`src/rtl/core/gpdht_pkg.sv`:
```
// Package with shared types and constants for the GPIO pin bank with sensor responder.
`default_nettype none
package gpdht_pkg;

    // Item functions.
    typedef enum logic [2:0] {
        FUNC_MODE  = 3'd0,
        FUNC_WRITE = 3'd1,
        FUNC_READ  = 3'd2,
        FUNC_DRIVE = 3'd3,
        FUNC_LOAD  = 3'd4
    } t_func;

    // Mode codes.
    localparam logic [2:0] MODE_INPUT    = 3'd1;
    localparam logic [2:0] MODE_PULLUP   = 3'd2;
    localparam logic [2:0] MODE_PULLDOWN = 3'd3;
    localparam logic [2:0] MODE_OUTPUT   = 3'd4;

    // Stored level codes.
    localparam logic [1:0] LVL_LOW     = 2'd0;
    localparam logic [1:0] LVL_HIGH    = 2'd1;
    localparam logic [1:0] LVL_UNKNOWN = 2'd2;

    // Reply timing in microseconds.
    localparam logic [31:0] T_PRE_HIGH1 = 32'd40;
    localparam logic [31:0] T_PRE_LOW   = 32'd120;
    localparam logic [31:0] T_PRE_HIGH2 = 32'd200;
    localparam logic [31:0] T_BIT_LOW   = 32'd50;
    localparam logic [31:0] T_HIGH_ZERO = 32'd27;
    localparam logic [31:0] T_HIGH_ONE  = 32'd70;
    localparam int          REPLY_BITS  = 40;
    localparam logic [15:0] CFG_RESET   = 16'd800;

    // Controller states.
    typedef enum logic [2:0] {
        ST_IDLE,
        ST_READ,
        ST_EXEC,
        ST_SCAN,
        ST_DONE
    } t_state;

    // Per-pin record held in the state memory.
    typedef struct packed {
        logic [1:0]  level;
        logic [2:0]  mode;
        logic        sens;
        logic        busy;
        logic [15:0] temp;
        logic [15:0] hum;
        logic [31:0] low_start;
        logic [31:0] trig;
    } t_pin_rec;

    // Request into the reply bit scanner.
    typedef struct packed {
        logic        start;
        logic [31:0] elapsed;
        logic [39:0] bits;
    } t_scan_req;

    // Scanner answer.
    typedef struct packed {
        logic done;
        logic level;
        logic finished;
    } t_scan_rsp;

endpackage
`default_nettype wire

```
`src/rtl/core/gpdht_mem.sv`:
```
// Per-pin state memory with one write port and one registered read port.
`default_nettype none
module gpdht_mem #(
    parameter int DEPTH = 40,
    parameter int AW    = 6
) (
    input  wire logic                i_clk,
    input  wire logic [AW-1:0]       i_raddr,
    output gpdht_pkg::t_pin_rec      o_rdata,
    input  wire logic                i_we,
    input  wire logic [AW-1:0]       i_waddr,
    input  wire gpdht_pkg::t_pin_rec i_wdata
);
    import gpdht_pkg::*;

    t_pin_rec r_mem [DEPTH];

    // Write port.
    always_ff @(posedge i_clk) begin
        if (i_we) begin
            r_mem[i_waddr] <= i_wdata;
        end
    end

    // Registered read port.
    always_ff @(posedge i_clk) begin
        o_rdata <= r_mem[i_raddr];
    end

endmodule
`default_nettype wire

```
`src/rtl/core/gpdht_scan.sv`:
```
// Reply bit scanner: walks the forty reply bits, one per cycle, to find the line level.
`default_nettype none
module gpdht_scan (
    input  wire logic           i_clk,
    input  wire logic           i_rst_n,
    input  wire gpdht_pkg::t_scan_req i_req,
    output gpdht_pkg::t_scan_rsp o_rsp
);
    import gpdht_pkg::*;

    logic        r_act, n_act;
    logic [5:0]  r_idx, n_idx;
    logic [31:0] r_pos, n_pos;
    logic [31:0] r_el;
    logic [39:0] r_bits;
    logic        r_done, n_done;
    logic        r_lvl, n_lvl;
    logic        r_fin, n_fin;
    logic        w_bit;
    logic [31:0] w_len;
    logic [31:0] w_off;

    assign w_bit = r_bits[39];
    assign w_len = T_BIT_LOW + (w_bit ? T_HIGH_ONE : T_HIGH_ZERO);
    assign w_off = r_el - r_pos;

    // One bit slot is checked each cycle, then the final low.
    always_comb begin
        n_act  = r_act;
        n_idx  = r_idx;
        n_pos  = r_pos;
        n_done = 1'b0;
        n_lvl  = r_lvl;
        n_fin  = r_fin;
        if (i_req.start) begin
            n_act = 1'b1;
            n_idx = 6'd0;
            n_pos = T_PRE_HIGH2;
        end else if (r_act) begin
            if (r_idx == 6'(REPLY_BITS)) begin
                n_act  = 1'b0;
                n_done = 1'b1;
                n_lvl  = !(r_el >= r_pos && w_off < T_BIT_LOW);
                n_fin  = n_lvl;
            end else if (r_el >= r_pos && w_off < w_len) begin
                n_act  = 1'b0;
                n_done = 1'b1;
                n_lvl  = (w_off >= T_BIT_LOW);
                n_fin  = 1'b0;
            end else begin
                n_idx = r_idx + 6'd1;
                n_pos = r_pos + w_len;
            end
        end
    end

    always_ff @(posedge i_clk) begin
        if (!i_rst_n) begin
            r_act  <= 1'b0;
            r_done <= 1'b0;
        end else begin
            r_act  <= n_act;
            r_done <= n_done;
        end
        r_idx <= n_idx;
        r_pos <= n_pos;
        r_lvl <= n_lvl;
        r_fin <= n_fin;
        if (i_req.start) begin
            r_el   <= i_req.elapsed;
            r_bits <= i_req.bits;
        end else if (r_act) begin
            r_bits <= {r_bits[38:0], 1'b0};
        end
    end

    assign o_rsp = '{done: r_done, level: r_lvl, finished: r_fin};

endmodule
`default_nettype wire

```
`src/rtl/core/gpio_pin_with_dht_responder.sv`:
```
// Top level of the GPIO pin bank with an emulated single-wire sensor responder.
//
// Usage: raise i_start for one cycle with the request fields while o_busy is low.
// The request is taken at that edge. Exactly one result follows, shown for one
// cycle with o_done high, carrying o_level and o_changed; the receiver cannot
// hold it off and must take it then.
// Timing: after acceptance the request passes the memory read, execute and done
// states, and the result is registered from the done state; a read of a replying
// sensor pin past its preamble also walks the reply bits in the single bit scanner,
// one per cycle, after the registered memory read. One request is processed at
// a time; o_busy falls in the result cycle, so the next request may be taken at the
// edge that ends it.
// Reset: synchronous active-low i_rst_n. After reset a clearing pass writes the
// reset record into every pin entry, one per cycle, with o_busy high. The threshold
// register may be written at any time via i_cfg_we and returns to 800 on reset.
`default_nettype none
module gpio_pin_with_dht_responder #(
    parameter int PIN_COUNT = 40
) (
    input  wire logic        i_clk,
    input  wire logic        i_rst_n,
    input  wire logic        i_start,
    output logic             o_busy,
    input  wire logic [2:0]  i_func,
    input  wire logic [5:0]  i_pin,
    input  wire logic [2:0]  i_arg,
    input  wire logic [31:0] i_now_us,
    input  wire logic signed [15:0] i_temperature,
    input  wire logic [15:0] i_humidity,
    input  wire logic        i_cfg_we,
    input  wire logic [15:0] i_cfg_data,
    output logic             o_done,
    output logic             o_level,
    output logic             o_changed
);
    import gpdht_pkg::*;

    localparam int AW = (PIN_COUNT > 1) ? $clog2(PIN_COUNT) : 1;

    t_state      r_st, n_st;
    logic [15:0] r_min;
    logic        r_clr;
    logic [AW-1:0] r_clr_idx;
    logic [2:0]  r_func;
    logic [AW-1:0] r_pin;
    logic        r_valid;
    logic [2:0]  r_arg;
    logic [31:0] r_now;
    logic [15:0] r_temp, r_hum;
    t_pin_rec    w_rd, r_rec, n_rec;
    logic        r_lvl, n_lvl, r_chg, n_chg;
    logic        n_we;
    t_pin_rec    w_wdata;
    logic        w_we;
    logic [AW-1:0] w_waddr;
    t_scan_req   w_sreq;
    t_scan_rsp   w_srsp;
    logic [31:0] w_el;
    logic [15:0] w_tw;
    logic [7:0]  w_sum;
    logic        w_trig;
    logic [31:0] w_dur;
    logic        w_pin_ok;
    logic        n_done;

    assign w_pin_ok = ({26'd0, i_pin} < 32'(PIN_COUNT));

    gpdht_mem #(.DEPTH(PIN_COUNT), .AW(AW)) u_mem (
        .i_clk  (i_clk),
        .i_raddr(r_pin),
        .o_rdata(w_rd),
        .i_we   (w_we),
        .i_waddr(w_waddr),
        .i_wdata(w_wdata)
    );

    gpdht_scan u_scan (
        .i_clk  (i_clk),
        .i_rst_n(i_rst_n),
        .i_req  (w_sreq),
        .o_rsp  (w_srsp)
    );

    // Clearing pass or write-back of the modified record.
    always_comb begin
        if (r_clr) begin
            w_we    = 1'b1;
            w_waddr = r_clr_idx;
            w_wdata = '{level: LVL_UNKNOWN, mode: 3'd0, sens: 1'b0, busy: 1'b0,
                        temp: 16'd0, hum: 16'd0, low_start: 32'd0, trig: 32'd0};
        end else begin
            w_we    = n_we;
            w_waddr = r_pin;
            w_wdata = n_rec;
        end
    end

    // Reply word and checksum of the addressed sensor.
    assign w_el  = r_now - w_rd.trig;
    assign w_tw  = w_rd.temp[15] ? ((16'h0 - w_rd.temp) | 16'h8000) : w_rd.temp;
    assign w_sum = w_rd.hum[15:8] + w_rd.hum[7:0] + w_tw[15:8] + w_tw[7:0];
    assign w_dur = r_now - w_rd.low_start;
    assign w_trig = (w_dur > {16'd0, r_min});

    // Controller: next state, record update and result.
    always_comb begin
        n_st   = r_st;
        n_rec  = r_rec;
        n_lvl  = r_lvl;
        n_chg  = r_chg;
        n_we   = 1'b0;
        n_done = 1'b0;
        w_sreq = '{start: 1'b0, elapsed: w_el, bits: {w_rd.hum, w_tw, w_sum}};
        unique case (r_st)
            ST_IDLE: begin
                if (i_start && !r_clr) begin
                    n_st = ST_READ;
                end
            end
            ST_READ: begin
                n_st = ST_EXEC;
            end
            ST_EXEC: begin
                n_rec = w_rd;
                n_lvl = 1'b0;
                n_chg = 1'b0;
                n_st  = ST_DONE;
                if (r_valid) begin
                    case (r_func)
                        FUNC_MODE: begin
                            if (w_rd.sens && (r_arg == MODE_INPUT || r_arg == MODE_PULLUP)
                                && w_rd.mode == MODE_OUTPUT && w_rd.level == LVL_LOW
                                && w_trig) begin
                                n_rec.trig = r_now;
                                n_rec.busy = 1'b1;
                            end
                            n_rec.mode = r_arg;
                            if (w_rd.level == LVL_UNKNOWN) begin
                                if (r_arg == MODE_PULLUP) n_rec.level = LVL_HIGH;
                                else if (r_arg == MODE_PULLDOWN) n_rec.level = LVL_LOW;
                            end
                            n_we = 1'b1;
                        end
                        FUNC_WRITE: begin
                            if (w_rd.sens) begin
                                if (r_arg == 3'd0) begin
                                    if (w_rd.level != LVL_LOW) n_rec.low_start = r_now;
                                end else if (w_rd.level == LVL_LOW && w_trig) begin
                                    n_rec.trig = r_now;
                                    n_rec.busy = 1'b1;
                                end
                            end
                            n_rec.level = (r_arg != 3'd0) ? LVL_HIGH : LVL_LOW;
                            n_chg = (w_rd.level != n_rec.level);
                            n_we  = 1'b1;
                        end
                        FUNC_READ: begin
                            if (w_rd.sens) begin
                                if (!w_rd.busy) n_lvl = 1'b1;
                                else if (w_el < T_PRE_HIGH1) n_lvl = 1'b1;
                                else if (w_el < T_PRE_LOW) n_lvl = 1'b0;
                                else if (w_el < T_PRE_HIGH2) n_lvl = 1'b1;
                                else begin
                                    w_sreq.start = 1'b1;
                                    n_st = ST_SCAN;
                                end
                            end else if (w_rd.level == LVL_UNKNOWN) begin
                                n_lvl = (w_rd.mode == MODE_PULLUP);
                            end else begin
                                n_lvl = w_rd.level[0];
                            end
                        end
                        FUNC_DRIVE: begin
                            n_rec.level = (r_arg != 3'd0) ? LVL_HIGH : LVL_LOW;
                            n_we = 1'b1;
                        end
                        FUNC_LOAD: begin
                            n_rec.sens = 1'b1;
                            n_rec.temp = r_temp;
                            n_rec.hum  = r_hum;
                            n_we = 1'b1;
                        end
                        default: begin
                        end
                    endcase
                end
            end
            ST_SCAN: begin
                if (w_srsp.done) begin
                    n_lvl = w_srsp.level;
                    if (w_srsp.finished) begin
                        n_rec.busy = 1'b0;
                        n_we = 1'b1;
                    end
                    n_st = ST_DONE;
                end
            end
            ST_DONE: begin
                n_done = 1'b1;
                n_st   = ST_IDLE;
            end
            default: n_st = ST_IDLE;
        endcase
    end

    // State, clearing pass, configuration and request capture.
    always_ff @(posedge i_clk) begin
        if (!i_rst_n) begin
            r_st      <= ST_IDLE;
            r_min     <= CFG_RESET;
            r_clr     <= 1'b1;
            r_clr_idx <= '0;
            o_done    <= 1'b0;
        end else begin
            r_st   <= n_st;
            o_done <= n_done;
            if (i_cfg_we) r_min <= i_cfg_data;
            if (r_clr) begin
                if (r_clr_idx == AW'(PIN_COUNT - 1)) r_clr <= 1'b0;
                else r_clr_idx <= r_clr_idx + 1'b1;
            end
        end
        r_rec <= n_rec;
        r_lvl <= n_lvl;
        r_chg <= n_chg;
        if (r_st == ST_IDLE && i_start && !r_clr) begin
            r_func  <= i_func;
            r_pin   <= i_pin[AW-1:0];
            r_valid <= w_pin_ok;
            r_arg   <= i_arg;
            r_now   <= i_now_us;
            r_temp  <= i_temperature;
            r_hum   <= i_humidity;
        end
    end

    assign o_busy    = (r_st != ST_IDLE) || r_clr;
    assign o_level   = o_done & r_lvl;
    assign o_changed = o_done & r_chg;

endmodule
`default_nettype wire

```
`config.mk`:
```
export PLATFORM = sky130hd
export DESIGN_NAME = gpio_pin_with_dht_responder
export DESIGN_NICKNAME = d
export VERILOG_FILES = /design/src/rtl/core/gpdht_pkg.sv /design/src/rtl/core/gpdht_mem.sv /design/src/rtl/core/gpdht_scan.sv /design/src/rtl/core/gpio_pin_with_dht_responder.sv
export SDC_FILE = /design/constraint.sdc
export NUM_CORES = 2
export LEC_CHECK = 0
export ABC_CLOCK_PERIOD_IN_PS = 11520
export BUFFER_PORTS_ARGS = -buffer_cell sky130_fd_sc_hd__clkbuf_2
export CAP_MARGIN = 40
export CORE_AREA = 2 2 545 953
export CTS_CLUSTER_DIAMETER = 200
export DETAILED_ROUTE_END_ITERATION = 6
export DIE_AREA = 0 0 547 955
export PLACE_DENSITY = 0.55
export SLEW_MARGIN = 30
export SYNTH_ARGS = -nofsm -noshare
export SYNTH_HDL_FRONTEND = slang
export SYNTH_MEMORY_MAX_BITS = 65536
export SYNTH_SLANG_ARGS = --single-unit
```
`constraint.sdc`:
```
create_clock -name i_clk -period 11.52 [get_ports i_clk]
set_input_delay 2.304 -clock i_clk [delete_from_list [all_inputs] [get_ports i_clk]]
set_output_delay 2.304 -clock i_clk [all_outputs]
set_load 0.1 [all_outputs]
```
==> results.sh <==
export IMPL_setup_viol=0
export IMPL_numCtsBuffers=403
export IMPL_insertion_delay_ns=1.04
export IMPL_r2r_end="u_mem.r_mem[6][28]$_DFFE_PP_"
export IMPL_fillers=45400
export IMPL_final_nets=9374
export IMPL_rsz0062_at_grt="false"
export IMPL_drtIter0Drc=9978
export IMPL_drive_gt1_frac=0.266
export IMPL_die_width_um=547
export IMPL_fmax_mhz=132
export IMPL_utilization=0.400
export IMPL_yosys_area_top_type="edfxtp_1"
export IMPL_synth_seq_cells=4546
export IMPL_dp_cells=15600
export IMPL_synth_top_area_frac=0.714
export IMPL_coreArea_mm2=0.515
export IMPL_placed_cell_area_mm2=0.192
export IMPL_cts_hold_buf=0
export IMPL_p_leak_uw=0.0619
export IMPL_synth_edf_count=4273
export IMPL_grt_overflow_total=0
export IMPL_syn_num_nets=8929
export IMPL_clock_power_share=0.428
export IMPL_drc=0
export IMPL_p_seq_frac=0.561
export IMPL_critical_path_class="flop to flop"
export IMPL_ff_latch_area_mm2=0.134
export IMPL_htreeDepth=5
export IMPL_synth_flop_cell="edfxtp_1"
export IMPL_netlist_top_cells_area="edfxtp_1, mux4_2, dfxtp_1, mux2i_1, ha_1"
export IMPL_rows=349
export IMPL_switching_share=0.202
export IMPL_finalMaxSlewViolations=0
export IMPL_crit_path_frequent_cell="nand4_1"
export IMPL_clkTransAtPathRegs_ns=0.08
export IMPL_fin_crit_ns=7.55
export IMPL_final_common_cell="edfxtp_1"
export IMPL_postSynthAreaPerCell_um2=20.7
export IMPL_port_buffers=99
export IMPL_slew_headroom=0.269
export IMPL_cts_tree="built"
export IMPL_cp_end_kind="flop"
export IMPL_hp_class="flop to flop"
export IMPL_clkSinkCount=4546
export IMPL_multi_input_area_mm2=0.0443
export IMPL_grt_util_all_layers=0.209
export IMPL_syn_area_mm2=0.180
export IMPL_final_cell_mix="edfxtp_1, mux4_2, clkbuf_16"
export IMPL_rrSetupSlack_ns=3.97
export IMPL_grt_pass1_wl_mm=763
export IMPL_cp_cell_sequence="inv_1 > fa_1 > nand2b_1 > a21oi_1 > nor2_1 > o21ai_0 > a31oi_1 > xnor2_1 > ha_1 > nand4_1 > nor2_1 > o2bb2ai_1 > or4_1 > a21oi_1 > nand4_1 > a2111oi_0 > nand4_1 > and3_2 > buf_4 > mux2i_1 > a211oi_4 > buf_6"
export IMPL_post_cts_buffers=0
export IMPL_reg2reg_from="r_now[1]$_DFFE_PP_"
export IMPL_crit_path_top_delay_cell="a211oi_4"
export IMPL_initial_utilization=0.349
export IMPL_area_delta_synth_final_pct=14.5
export IMPL_viasPerCell=5.59
export IMPL_routedWlPerCell_um=34.0
export IMPL_grt_max_degree=115
export IMPL_first_pass_iters=7
export IMPL_whs_ns=0.457
export IMPL_cts_root_buf="clkbuf_16"
export IMPL_setup_tns_ns=0
export IMPL_startpoint="r_now[1]$_DFFE_PP_"
export IMPL_vdd_ir_drop_max_v=0.000138
export IMPL_vias=91300
export IMPL_fin_cells=16300
export IMPL_place_gp_congestion=0.895
export IMPL_async_flop_share=0
export IMPL_max_stage_delay_ns=0.80
export IMPL_post_cts_resized=0
export IMPL_grt_antenna_before_repair=31
export IMPL_routed_wl_mm=555
export IMPL_combPwrFrac=0.011
export IMPL_ys_types=86
export IMPL_crit_path_end="u_mem.r_mem[6][28]$_DFFE_PP_"
export IMPL_status="complete, no violations"
export IMPL_cp_max_fo=23
export IMPL_drv_cap=0
export IMPL_hold_viol_final=0
export IMPL_ys_warnings_count=0
export IMPL_fin_skew_ns=0.121
export IMPL_timing_final_crit_share=0.656
export IMPL_crit_path_start_kind="flop"
export IMPL_p_int_uw=25600
export IMPL_switchingPower_uw=6470
export IMPL_stdcell_area_mm2=0.206
export IMPL_clk_path_buf_depth=4
export IMPL_synth_seq_area_share=0.744
export IMPL_syn_inst=8687
export IMPL_required_ns=12.36
export IMPL_reg2reg_depth=22
export IMPL_die_area_mm2=0.522
export IMPL_hpwlAfterDp_mm=329
export IMPL_die_h_um=955
export IMPL_pwr_density_cell_mw_per_mm2=156
export IMPL_grt_pass1_vias=94500
export IMPL_pin_count=100
export IMPL_worst_slew_pin_transition_ns=1.10
export IMPL_critPathArrivalTime_ns=8.39
export IMPL_ant_nets=0
-- layer usage --
layer  vias to the layer above  GRT usage  part of all wire
met5                         -          0           0.00012
met4                        10     0.0830             0.043
met3                       857     0.0231             0.051
met2                      3365      0.379              0.53
met1                     50200      0.252              0.37
li1                      36900          -                 -
-- Yosys cell counts, types with 84 or more instances --
library cell / number
nor2b_1: 135
mux4_2: 1236
edfxtp_1: 4273
inv_1: 158
o21ai_0: 165
xnor2_1: 84
mux2i_1: 231
nand2_1: 226
ha_1: 129
clkbuf_1: 321
a211oi_1: 153
dfxtp_1: 273
a21oi_1: 275
nor2_1: 198
buf_1: 115
-- state kept, by name, summed over array words and instances, names as in the netlist, 3 cells and up --
name and count:
u_mem.r_mem 4120, r_rec 103, r_arg 3, u_scan.r_el 32, u_scan.r_bits 40, r_min 16
r_now 32, r_func 3, r_temp 16, u_scan.r_pos 32, r_st 3, r_clr_idx 6
r_hum 16, r_pin 6, u_mem.o_rdata 103, u_scan.r_idx 6
-- worst max-delay path: cells and delay by family (launching register included) --
family | cells | cell delay (ns)
xor+xnor | 1 | 0.16
simple gates | 8 | 2.35
compound gates | 7 | 2.32
buf+inv | 3 | 0.85
fa+ha+maj | 2 | 0.77
flops | 1 | 0.58
mux | 1 | 0.27
-- layout make-up --
type | instances | share of cell area
Multi-Input combinational cell | 3517 | 0.215
Clock buffer | 509 | 0.0526
Clock inverter | 231 | 0.0114
Sequential cell | 4546 | 0.650
Antenna cell | 23 | 0.000280
Inverter | 160 | 0.00295
Timing Repair Buffer | 504 | 0.0258
Tap cell | 6844 | 0.0416
-- stage by stage --
stage / worst slack [ns] / total power, µW
finish: 3.97 / 32000
global route: 3.68 / 32800
CTS: 4.02 / 32300
detailed placement: 4.07 / 18700
global placement: 3.66 / 18700
floorplan: 3.82 / 18500
-- kinds of logic after synthesis --
family,count (synthesis),share of synthesized area
adder cells (fa/ha/maj),146,0.0109
AND/OR/NAND/NOR,923,0.0263
multiplexers,1507,0.170
XOR/XNOR,114,0.00556
flip-flops,4546,0.744
buffers and inverters,624,0.0135
AO/OA/AOI/OAI,827,0.0291
-- how the worst min path moves through the flow --
stage                            start            endpoint  slack (ns)  cells after the start
finish               r_rec[69]$_DFF_P_   r_rec[69]$_DFF_P_        0.46                      2
global route         r_rec[32]$_DFF_P_   r_rec[32]$_DFF_P_        0.49                      2
CTS                  r_rec[54]$_DFF_P_   r_rec[54]$_DFF_P_        0.46                      2
detailed placement   r_rec[32]$_DFF_P_   r_rec[32]$_DFF_P_        0.44                      2
global placement    r_rec[102]$_DFF_P_  r_rec[102]$_DFF_P_        0.43                      2
floorplan           r_rec[102]$_DFF_P_  r_rec[102]$_DFF_P_        0.42                      2
-- power by group through the flow --
stage	registers [µW]	clock network (µW)	logic, µW
finish	18000	13700	341
global placement	18300	0	332
global route	18000	14500	352
detailed placement	18300	0	347
CTS	18000	14000	348
floorplan	18300	0	139
No activity file was read; power rests on OpenSTA's default activity.
